File: src/rtl/core/bc3_pkg.sv
package bc3_pkg;

	localparam int unsigned TEXELS  = 16;
	localparam int unsigned IDX_W   = 4;
	localparam logic [IDX_W-1:0] LAST_IDX = IDX_W'(TEXELS - 1);

	// bit positions inside the two block halves
	localparam int unsigned ALPHA_CODE_LSB = 16;
	localparam int unsigned COLOR_CODE_LSB = 32;

	// reciprocal constants for the truncating constant divides
	localparam int unsigned W5_MUL  = 255 * 8457;   // c*255/31, shift 18
	localparam int unsigned W6_MUL  = 255 * 16645;  // c*255/63, shift 20
	localparam int unsigned DIV3_MUL = 683;         // shift 11
	localparam int unsigned DIV7_MUL = 2341;        // shift 14
	localparam int unsigned DIV5_MUL = 3277;        // shift 14

	typedef enum logic [1:0] {
		ALPHA_CALC,
		ALPHA_ZERO,
		ALPHA_FULL
	} alpha_ovr_t;

	// one texel issued from the held block into the pipeline
	typedef struct packed {
		logic             valid;
		logic [7:0]       alpha0;
		logic [7:0]       alpha1;
		logic [2:0]       alpha_code;
		logic [15:0]      color0;
		logic [15:0]      color1;
		logic [1:0]       color_code;
		logic [IDX_W-1:0] index;
	} texel_req_t;

endpackage

File: src/rtl/core/bc3_seq.sv
module bc3_seq (
	input  logic                clk,
	input  logic                arst_n,
	input  logic                in_valid,
	output logic                in_ready,
	input  logic [63:0]         alpha_half,
	input  logic [63:0]         color_half,
	output bc3_pkg::texel_req_t req,
	input  logic                req_ready
);
	import bc3_pkg::*;

	logic             blk_v_q;
	logic [IDX_W-1:0] cnt_q;
	logic [63:0]      alpha_q;
	logic [63:0]      color_q;
	logic             issue;
	logic             last_issue;
	logic             load;

	assign issue      = blk_v_q && req_ready;
	assign last_issue = issue && (cnt_q == LAST_IDX);
	// next block loads on the same edge the last texel of this one leaves
	assign in_ready   = !blk_v_q || last_issue;
	assign load       = in_valid && in_ready;

	always_ff @(posedge clk or negedge arst_n) begin
		if (!arst_n) begin
			blk_v_q <= 1'b0;
			cnt_q   <= '0;
		end else if (load) begin
			blk_v_q <= 1'b1;
			cnt_q   <= '0;
		end else if (issue) begin
			blk_v_q <= !last_issue;
			cnt_q   <= cnt_q + 1'b1;
		end
	end

	always_ff @(posedge clk) begin
		if (load) begin
			alpha_q <= alpha_half;
			color_q <= color_half;
		end
	end

	always_comb begin
		req.valid      = blk_v_q;
		req.alpha0     = alpha_q[7:0];
		req.alpha1     = alpha_q[15:8];
		req.alpha_code = alpha_q[ALPHA_CODE_LSB + 3 * cnt_q +: 3];
		req.color0     = color_q[15:0];
		req.color1     = color_q[31:16];
		req.color_code = color_q[COLOR_CODE_LSB + 2 * cnt_q +: 2];
		req.index      = cnt_q;
	end

endmodule

File: src/rtl/core/bc3_pipe.sv
module bc3_pipe (
	input  logic                clk,
	input  logic                arst_n,
	input  bc3_pkg::texel_req_t req,
	output logic                req_ready,
	output logic                out_valid,
	input  logic                out_ready,
	output logic [31:0]         texel,
	output logic [3:0]          texel_index,
	output logic                last
);
	import bc3_pkg::*;

	function automatic logic [7:0] widen5(input logic [4:0] c);
		logic [26:0] p;
		p = 27'(c) * 27'(W5_MUL);
		return p[25:18];
	endfunction

	function automatic logic [7:0] widen6(input logic [5:0] c);
		logic [28:0] p;
		p = 29'(c) * 29'(W6_MUL);
		return p[27:20];
	endfunction

	function automatic logic [7:0] div3(input logic [9:0] x);
		logic [18:0] p;
		p = 19'(x) * 19'(DIV3_MUL);
		return p[18:11];
	endfunction

	function automatic logic [7:0] div7(input logic [10:0] x);
		logic [21:0] p;
		p = 22'(x) * 22'(DIV7_MUL);
		return p[21:14];
	endfunction

	function automatic logic [7:0] div5(input logic [10:0] x);
		logic [21:0] p;
		p = 22'(x) * 22'(DIV5_MUL);
		return p[21:14];
	endfunction

	// stage 1: widened endpoints and interpolation weights
	logic             v_s1;
	logic [7:0]       e0_s1 [3];
	logic [7:0]       e1_s1 [3];
	logic [1:0]       cw0_s1, cw1_s1;
	logic [7:0]       a0_s1, a1_s1;
	logic [2:0]       aw0_s1, aw1_s1;
	logic             adiv7_s1;
	alpha_ovr_t       aovr_s1;
	logic [IDX_W-1:0] idx_s1;

	// stage 2: weighted sums
	logic             v_s2;
	logic [9:0]       csum_s2 [3];
	logic [10:0]      asum_s2;
	logic             adiv7_s2;
	alpha_ovr_t       aovr_s2;
	logic [IDX_W-1:0] idx_s2;

	// stage 3: divided result, also the output register
	logic             v_s3;
	logic [31:0]      texel_s3;
	logic [IDX_W-1:0] idx_s3;

	logic rdy_s1, rdy_s2, rdy_s3;

	assign rdy_s3    = !v_s3 || out_ready;
	assign rdy_s2    = !v_s2 || rdy_s3;
	assign rdy_s1    = !v_s1 || rdy_s2;
	assign req_ready = rdy_s1;

	// weight selection for both parts
	logic [1:0] cw0, cw1;
	logic [2:0] aw0, aw1;
	logic       mode8;
	alpha_ovr_t aovr;

	always_comb begin
		case (req.color_code)
			2'd0:    begin cw0 = 2'd3; cw1 = 2'd0; end
			2'd1:    begin cw0 = 2'd0; cw1 = 2'd3; end
			2'd2:    begin cw0 = 2'd2; cw1 = 2'd1; end
			default: begin cw0 = 2'd1; cw1 = 2'd2; end
		endcase
	end

	assign mode8 = req.alpha0 > req.alpha1;

	always_comb begin
		aovr = ALPHA_CALC;
		if (mode8) begin
			case (req.alpha_code)
				3'd0:    begin aw0 = 3'd7; aw1 = 3'd0; end
				3'd1:    begin aw0 = 3'd0; aw1 = 3'd7; end
				default: begin
					aw0 = 3'(4'd8 - {1'b0, req.alpha_code});
					aw1 = req.alpha_code - 3'd1;
				end
			endcase
		end else begin
			case (req.alpha_code) inside
				3'd0:         begin aw0 = 3'd5; aw1 = 3'd0; end
				3'd1:         begin aw0 = 3'd0; aw1 = 3'd5; end
				[3'd2:3'd5]:  begin
					aw0 = 3'd6 - req.alpha_code;
					aw1 = req.alpha_code - 3'd1;
				end
				3'd6:         begin aw0 = 3'd0; aw1 = 3'd0; aovr = ALPHA_ZERO; end
				default:      begin aw0 = 3'd0; aw1 = 3'd0; aovr = ALPHA_FULL; end
			endcase
		end
	end

	always_ff @(posedge clk or negedge arst_n) begin
		if (!arst_n) begin
			v_s1 <= 1'b0;
			v_s2 <= 1'b0;
			v_s3 <= 1'b0;
		end else begin
			if (rdy_s1) v_s1 <= req.valid;
			if (rdy_s2) v_s2 <= v_s1;
			if (rdy_s3) v_s3 <= v_s2;
		end
	end

	always_ff @(posedge clk) begin
		if (rdy_s1 && req.valid) begin
			// channel order red, green, blue
			e0_s1[0] <= widen5(req.color0[15:11]);
			e0_s1[1] <= widen6(req.color0[10:5]);
			e0_s1[2] <= widen5(req.color0[4:0]);
			e1_s1[0] <= widen5(req.color1[15:11]);
			e1_s1[1] <= widen6(req.color1[10:5]);
			e1_s1[2] <= widen5(req.color1[4:0]);
			cw0_s1   <= cw0;
			cw1_s1   <= cw1;
			a0_s1    <= req.alpha0;
			a1_s1    <= req.alpha1;
			aw0_s1   <= aw0;
			aw1_s1   <= aw1;
			adiv7_s1 <= mode8;
			aovr_s1  <= aovr;
			idx_s1   <= req.index;
		end
	end

	always_ff @(posedge clk) begin
		if (rdy_s2 && v_s1) begin
			for (int k = 0; k < 3; k++) begin
				csum_s2[k] <= 10'(e0_s1[k]) * 10'(cw0_s1) + 10'(e1_s1[k]) * 10'(cw1_s1);
			end
			asum_s2  <= 11'(a0_s1) * 11'(aw0_s1) + 11'(a1_s1) * 11'(aw1_s1);
			adiv7_s2 <= adiv7_s1;
			aovr_s2  <= aovr_s1;
			idx_s2   <= idx_s1;
		end
	end

	logic [7:0] alpha_val;

	always_comb begin
		case (aovr_s2)
			ALPHA_CALC: alpha_val = adiv7_s2 ? div7(asum_s2) : div5(asum_s2);
			ALPHA_ZERO: alpha_val = 8'h00;
			ALPHA_FULL: alpha_val = 8'hFF;
			default:    alpha_val = 8'h00;
		endcase
	end

	always_ff @(posedge clk) begin
		if (rdy_s3 && v_s2) begin
			texel_s3 <= {alpha_val, div3(csum_s2[2]), div3(csum_s2[1]), div3(csum_s2[0])};
			idx_s3   <= idx_s2;
		end
	end

	assign out_valid   = v_s3;
	assign texel       = texel_s3;
	assign texel_index = idx_s3;
	assign last        = (idx_s3 == LAST_IDX);

endmodule

File: src/rtl/core/bc3_texture_block_decoder_unit.sv
// bc3 / dxt5 block decoder. one word on the input side is a whole 16-byte
// compressed 4x4 block (alpha_half = bytes 0-7, color_half = bytes 8-15, both
// little-endian); the output side gives the sixteen decoded texels of that
// block in row-major order, one rgba8888 word each (red in bits 7:0, alpha in
// 31:24), with texel_index = row*4 + column and last set on texel 15. color
// endpoints are widened from rgb565 with truncating c*255/31 and c*255/63,
// color is always four-color mode with truncating thirds; alpha is 8-level
// when alpha0 > alpha1, else 6-level with code 6 = 0 and code 7 = 255.
// throughput: one texel per cycle while out_ready is high, set by the
// sequencer that walks the held block one texel per cycle; the next block is
// taken on the same edge its predecessor's last texel enters the pipeline,
// so back-to-back blocks stream with no gap. the first texel of a block is
// registered through the widen, weighted-sum and constant-divide stages
// before it shows on the outputs. both sides stall freely; out_ready low holds
// the pipeline without losing or repeating texels.
module bc3_texture_block_decoder_unit (
	input  logic        clk,
	input  logic        arst_n,
	input  logic        in_valid,
	output logic        in_ready,
	input  logic [63:0] alpha_half,
	input  logic [63:0] color_half,
	output logic        out_valid,
	input  logic        out_ready,
	output logic [31:0] texel,
	output logic [3:0]  texel_index,
	output logic        last
);
	import bc3_pkg::*;

	texel_req_t req;
	logic       req_ready;

	// holds the block and issues one texel per cycle while req_ready is high
	bc3_seq u_seq (
		.clk        (clk),
		.arst_n     (arst_n),
		.in_valid   (in_valid),
		.in_ready   (in_ready),
		.alpha_half (alpha_half),
		.color_half (color_half),
		.req        (req),
		.req_ready  (req_ready)
	);

	// three-stage texel pipeline, last stage doubles as output register
	bc3_pipe u_pipe (
		.clk         (clk),
		.arst_n      (arst_n),
		.req         (req),
		.req_ready   (req_ready),
		.out_valid   (out_valid),
		.out_ready   (out_ready),
		.texel       (texel),
		.texel_index (texel_index),
		.last        (last)
	);

endmodule

File: config.mk
export PLATFORM = sky130hd
export DESIGN_NAME = bc3_texture_block_decoder_unit
export DESIGN_NICKNAME = d
export VERILOG_FILES = /design/src/rtl/core/bc3_pkg.sv /design/src/rtl/core/bc3_seq.sv /design/src/rtl/core/bc3_pipe.sv /design/src/rtl/core/bc3_texture_block_decoder_unit.sv
export SDC_FILE = /design/constraint.sdc
export NUM_CORES = 1
export LEC_CHECK = 0
export ABC_CLOCK_PERIOD_IN_PS = 6100
export BUFFER_PORTS_ARGS = -buffer_cell sky130_fd_sc_hd__buf_2
export CAP_MARGIN = 10
export CORE_ASPECT_RATIO = 0.7
export CORE_MARGIN = 2
export CORE_UTILIZATION = 45
export CTS_BUF_LIST = sky130_fd_sc_hd__clkbuf_16
export CTS_CLUSTER_DIAMETER = 60
export DETAILED_ROUTE_END_ITERATION = 10
export GPL_TIMING_DRIVEN = 0
export PLACE_DENSITY_LB_ADDON = 0.25
export SKIP_LAST_GASP = 1
export SLEW_MARGIN = 20
export SYNTH_ARGS = -nofsm -noshare
export SYNTH_HDL_FRONTEND = slang
export SYNTH_SLANG_ARGS = --single-unit
File: constraint.sdc
create_clock -name clk -period 6.1 [get_ports clk]
set_clock_uncertainty 0.15 [all_clocks]
set_input_delay 0.915 -clock clk [delete_from_list [all_inputs] [get_ports clk]]
set_output_delay 0.915 -clock clk [all_outputs]
set_load 0.02 [all_outputs]
==> results of run 1 <==
## layer usage
metal | GRT usage, % | wire (um)
met4 | 4.35 | 1120
met3 | 3.33 | 2700
met1 | 26.0 | 29600
met5 | 0 | 0
met2 | 27.2 | 24700
## layout by cell type, fill, tap and decap left out, types with 8 or more instances in the layout
| cell type | count |
|---|---|
| a211oi_1 | 13 |
| a21o_1 | 49 |
| a21oi_1 | 76 |
| a31oi_1 | 10 |
| a41o_1 | 10 |
| and2_1 | 69 |
| and3_1 | 9 |
| buf_2 | 175 |
| clkbuf_1 | 15 |
| clkbuf_16 | 39 |
| dfrtp_1 | 8 |
| edfxtp_1 | 293 |
| fa_1 | 291 |
| ha_1 | 575 |
| inv_1 | 531 |
| mux2i_1 | 11 |
| mux4_2 | 22 |
| nand2_1 | 132 |
| nand3_1 | 32 |
| nand4_1 | 15 |
| nor2_1 | 66 |
| nor2b_1 | 14 |
| nor3_1 | 23 |
| o21a_1 | 18 |
| o21ai_0 | 36 |
| o21bai_1 | 15 |
| or2_2 | 11 |
| or3_1 | 12 |
| xnor2_1 | 93 |
| xor2_1 | 25 |
## metrics by stage
step                      std cells  setup slack, ns  instance area, um^2  TNS [ns]  hold slack [ns]
after CTS                      3684           0.0497                33200         0            0.267
after global placement         3607            -1.33                31700   -132.36            0.256
after floorplan                2557            0.103                29700         0            0.250
after detailed placement       3615           0.0567                31900         0            0.255
after global routing           3687           0.0654                33200         0            0.274
final                          3687            0.351                33200         0            0.260
## worst max-delay path: stages (launching register included)
cell and delay [ns]:
edfxtp_1 0.53, inv_1 0.09, ha_1 0.34, fa_1 0.54
inv_1 0.08, fa_1 0.51, inv_1 0.05, fa_1 0.51
fa_1 0.55, inv_1 0.05, ha_1 0.29, o21a_1 0.20
o211ai_1 0.16, o22ai_1 0.19, a41o_1 0.33, a21o_1 0.24
a41oi_1 0.27, mux2i_1 0.20, nor4b_2 0.27
## what timing repair did
| action | 4_1_cts | 5_1_grt |
|---|---|---|
| endpoints found under the hold margin | 8 | 0 |
| gates resized for setup | 0 | 1 |
| setup buffers | 0 | 3 |
| setup endpoints to repair | 0 | 1 |
| hold buffers | 1 | 0 |
## cell type report
cell class                 instances  share of cell area (%)
buffer                            22                   0.301
clock buffer                      39                    2.94
clock inverter                    29                   0.889
inverter                         526                    5.95
multi-input combinational       1708                    56.2
sequential                       301                    27.1
tap                              880                    3.32
timing repair buffer             182                    3.28
## registers in the layout (all words and copies together) (netlist names), 2 cells and up
signal              flops
u_pipe.aovr_s1          2
u_pipe.e0_s1           24
u_seq.color_q          64
u_seq.cnt_q             4
u_pipe.texel           32
u_pipe.a0_s1            8
u_pipe.texel_index      4
u_pipe.aw1_s1           3
u_pipe.aw0_s1           3
u_pipe.idx_s2           4
u_pipe.csum_s2         30
u_seq.alpha_q          64
u_pipe.idx_s1           4
u_pipe.a1_s1            8
u_pipe.cw0_s1           2
u_pipe.cw1_s1           2
u_pipe.e1_s1           24
u_pipe.asum_s2         11
u_pipe.aovr_s2          2
## path summary, 6_finish.rpt
| path | from | end | slack (ns) | cells after the start |
|---|---|---|---|---|
| max in group asynchronous | arst_n | u_seq.cnt_q[0] | 5.04 | 2 |
| min in group asynchronous | arst_n | u_pipe.v_s2 | 0.58 | 2 |
| hold reg to reg | u_pipe.idx_s1[0] | u_pipe.idx_s2[0] | 0.26 | 0 |
| setup / recovery | u_pipe.asum_s2[9] | u_pipe.texel[31] | 0.35 | 18 |
| setup reg to reg | u_pipe.asum_s2[9] | u_pipe.texel[31] | 0.35 | 18 |
| hold / removal | u_pipe.idx_s1[0] | u_pipe.idx_s2[0] | 0.26 | 0 |
## cell families after synthesis
logic type / count (synthesis) / share of synthesized area, %
mux: 37 / 2.19
xor+xnor: 118 / 3.48
simple gates: 407 / 6.76
buf+inv: 548 / 6.97
flops: 301 / 30.3
compound gates: 280 / 6.49
fa+ha+maj: 866 / 43.8
==> metrics, run 1 <==
Die Y-Extent=219 um; first-pass GRT wire length=about 98000 um; depth of the CTS H-tree=2; largest net degree at the start of global routing=60; Port Buffers=between 150 and 200; post-synthesis cell area=29700 um^2; Worst Tran Pin Value=0.822 ns; Final setup viols=0; Inserted Clock Buffers=39; Yosys top cell area share=about 30%; Synth Register Bits=301; vias per cell=4.99; cells after synthesis=about 2.6k; remaining global-route overflow=0; Final Util=about half; Avg WL per Cell=~16 um; drt pass-1 iters=6; most instantiated library cell after synthesis=ha_1; Initial Utilization=45.7%; status=complete, no violations; Synth cell types=67; Setup crit start kind=flip-flop; Seq/Total Area, Yosys=30.3%; max_slew headroom=44.6%; io pins=171; initial antenna violation count=0; Placer Congestion=0.906; via count=18.4k; WL final=58100 um; ratio of cells with drive above 1 in the final layout=10.5%; number of synthesized flops with an enable pin=293; Critical Path End Type=flip-flop; path type of the worst min-delay path=reg2reg; post-route antenna net violation count=0; period utilization=94.2%; Clk pin slew, worst setup/hold paths=0.06 ns; overall routing resource usage=17.8%; Rows=78; TritonCTS clock tree=built; die width=311 um; unrepaired setup endpoints after global routing=no; register area=~9000 um^2; DRC=0; async set or reset register ratio after synthesis=2.66%; Top FF cell, synth=edfxtp_1; core box area=65000 um^2; number of global-route vias before repair=19.6k; Max Cap Violations=0; CP Data Arrival Time=5.99 ns; CP required=6.34 ns; Root Buffer=clkbuf_16; CTS Sinks=about 300; largest cells by area after synthesis=edfxtp_1 (30%), ha_1 (24%), fa_1 (20%), inv_1 (6.6%), xnor2_1 (2.7%); Period minus WS final=5.75 ns; worst skew pair latency=0.60 ns; Synth top cells by count=ha_1 (575), inv_1 (526), edfxtp_1 (293); # diodes=0; highest fanout seen on the critical path=7; Die Area=approximately 70000 um^2; Ys Warns=0; Synth area leader=edfxtp_1; fin nets=approximately 3.8k; fin. max-slew vios=0; Area growth syn-to-layout=11.8%; footprint of the multi-input gates=18700 um^2; syn_nets=~3.6k; hold violation count in the final report=0; buffer depth of the longest clock path=3; Setup CP Type=reg2reg; number of fill cells in the layout=5791; Max Clock Freq=between 150 and 200 MHz; drt first-iter violations=897; Post-DP HPWL=49000 um; syn_area_per_cell=11.6 um^2
Power of run 1 is not shown: default switching activity piles up to over one toggle a cycle in this logic, so the estimate is an artifact.
==> inputs of run 2 (changes only) <==
--- a/config.mk
+++ b/config.mk
@@ -7,3 +7,3 @@
 export LEC_CHECK = 0
-export ABC_CLOCK_PERIOD_IN_PS = 6100
+export ABC_CLOCK_PERIOD_IN_PS = 5500
 export BUFFER_PORTS_ARGS = -buffer_cell sky130_fd_sc_hd__buf_2
==> constraint.sdc (replaced) <==
create_clock -name clk -period 5.5 [get_ports clk]
set_clock_uncertainty 0.15 [all_clocks]
set_input_delay 0.825 -clock clk [delete_from_list [all_inputs] [get_ports clk]]
set_output_delay 0.825 -clock clk [all_outputs]
set_load 0.01 [all_outputs]
==> metrics, run 2 (same netlist as run 1, synthesis figures left out) <==
hold_ws=0.247 ns (was 0.260 ns); fin nets=3791 (was 3778); Placer Congestion=0.911 (was 0.906); Max Clock Freq=186 MHz (was 174 MHz); overall routing resource usage=18.0% (was 17.8%); # diodes=0 (unchanged); Post-DP HPWL=48800 um (was 49000 um); buffer depth of the longest clock path=3 (unchanged); via count=18.5k (was 18.4k); Root Buffer=clkbuf_16 (unchanged); worst skew pair latency=0.60 ns (about the same); remaining global-route overflow=0 (unchanged); drt first-iter violations=896 (was 897); Die Y-Extent=219 um (unchanged); initial antenna violation count=0 (unchanged); die width=311 um (unchanged); ratio of cells with drive above 1 in the final layout=11.5% (was 10.5%); Clk pin slew, worst setup/hold paths=0.06 ns (about the same); Period minus WS final=5.36 ns (was 5.75 ns); TritonCTS clock tree=built (unchanged); WL final=58700 um (was 58100 um); Final setup viols=0 (unchanged); largest net degree at the start of global routing=98 (was 60); io pins=171 (unchanged); Inserted Clock Buffers=40 (was 39); Area growth syn-to-layout=12.5% (was 11.8%); most common library cell in the layout ignoring fill and taps=ha_1 (unchanged); depth of the CTS H-tree=2 (unchanged); highest fanout seen on the critical path=4 (was 7); Rows=78 (unchanged); first-pass GRT wire length=99200 um (was 98300 um); vias per cell=5.00 (was 4.99); Die Area=68100 um^2 (unchanged); max_slew headroom=48.9% (was 44.6%); status=complete, no violations (unchanged); unrepaired setup endpoints after global routing=yes (was no); fin. max-slew vios=0 (unchanged); Port Buffers=170 (unchanged); drt pass-1 iters=5 (was 6); CP Data Arrival Time=5.53 ns (was 5.99 ns); Critical Path End Type=flip-flop (unchanged); DRC=0 (unchanged); CTS Sinks=301 (unchanged); Setup CP Type=reg2reg (unchanged); number of global-route vias before repair=19.7k (was 19.6k); Max Cap Violations=0 (unchanged); post-route antenna net violation count=0 (unchanged); number of fill cells in the layout=5725 (was 5791); CP required=5.66 ns (was 6.34 ns); path type of the worst min-delay path=in2reg (was reg2reg); Initial Utilization=45.7% (unchanged); hold violation count in the final report=0 (unchanged); core box area=65000 um^2 (unchanged); Worst Tran Pin Value=0.766 ns (was 0.822 ns); period utilization=97.5% (was 94.2%); Avg WL per Cell=15.8 um (about the same); most frequent cells in the layout=ha_1 (573), inv_1 (527), edfxtp_1 (293), fa_1 (291), buf_2 (175) (was ha_1 (575), inv_1 (531), edfxtp_1 (293), fa_1 (291), buf_2 (175)); Setup crit start kind=flip-flop (unchanged)
run 2: what timing repair did:
item                       CTS  global route
setup buffers               14             3
resized for setup            5            12
pin swaps                    4             6
setup endpoints to repair    7             8
hold endpoints to repair     8             0
hold buffers                 1             0
run 2: area by class of cell:
cell class | count | area [um^2] | share of cell area [%]
multi-input combinational | 1708 | 18700 | 56.0
inverter | 526 | 1970 | 5.90
clock inverter | 33 | 369 | 1.10
timing repair buffer | 194 | 1150 | 3.44
tap | 880 | 1100 | 3.29
buffer | 22 | 106 | 0.318
clock buffer | 40 | 1000 | 2.99
sequential | 301 | 9000 | 26.9
run 2: final timing paths:
path                                    from  slack [ns]  depth (start not counted)           endpoint
max reg2reg                u_pipe.asum_s2[9]        0.14                         19   u_pipe.texel[29]
max in group asynchronous             arst_n        4.54                          2        u_pipe.v_s2
max                        u_pipe.asum_s2[9]        0.14                         19   u_pipe.texel[29]
min                           color_half[11]        0.25                          1  u_seq.color_q[11]
min reg2reg                  u_pipe.adiv7_s1        0.27                          0    u_pipe.adiv7_s2
min in group asynchronous             arst_n        0.48                          2   u_pipe.out_valid
run 2: metrics by stage:
stage                     std cells  worst slack, ns  TNS, ns  area (um^2)  utilization, %
after floorplan                2557            0.245        0        29700               -
after global placement         3607           -0.563    -2.31        31700            48.7
after detailed placement       3613           -0.537    -1.05        31900            49.0
after CTS                      3701           0.0300        0        33400            51.4
after global routing           3704           -0.136   -0.363        33400            51.4
final                          3704            0.138        0        33400            51.4
run 2: routing by layer:
layer	GRT usage, %	share of wire, %	vias to the layer above
met1	26.2	50	9010
li1	-	-	9133
met3	3.52	5.3	59
met2	27.6	43	301
met4	4.06	1.6	0
met5	0	0	-
run 2: worst max-delay path, stage by stage, from the launching register on:
cell and delay (ns):
edfxtp_1 0.50, inv_2 0.12, ha_4 0.21, fa_1 0.54
inv_2 0.06, fa_1 0.52, inv_2 0.04, fa_1 0.49
fa_1 0.55, inv_1 0.05, ha_1 0.28, o21a_1 0.20
o211ai_1 0.22, o22ai_2 0.15, a41o_1 0.22, buf_4 0.15
a31oi_2 0.19, xor2_1 0.16, nor2_1 0.05, o31a_1 0.25
Power of run 2 is left out for the same reason.
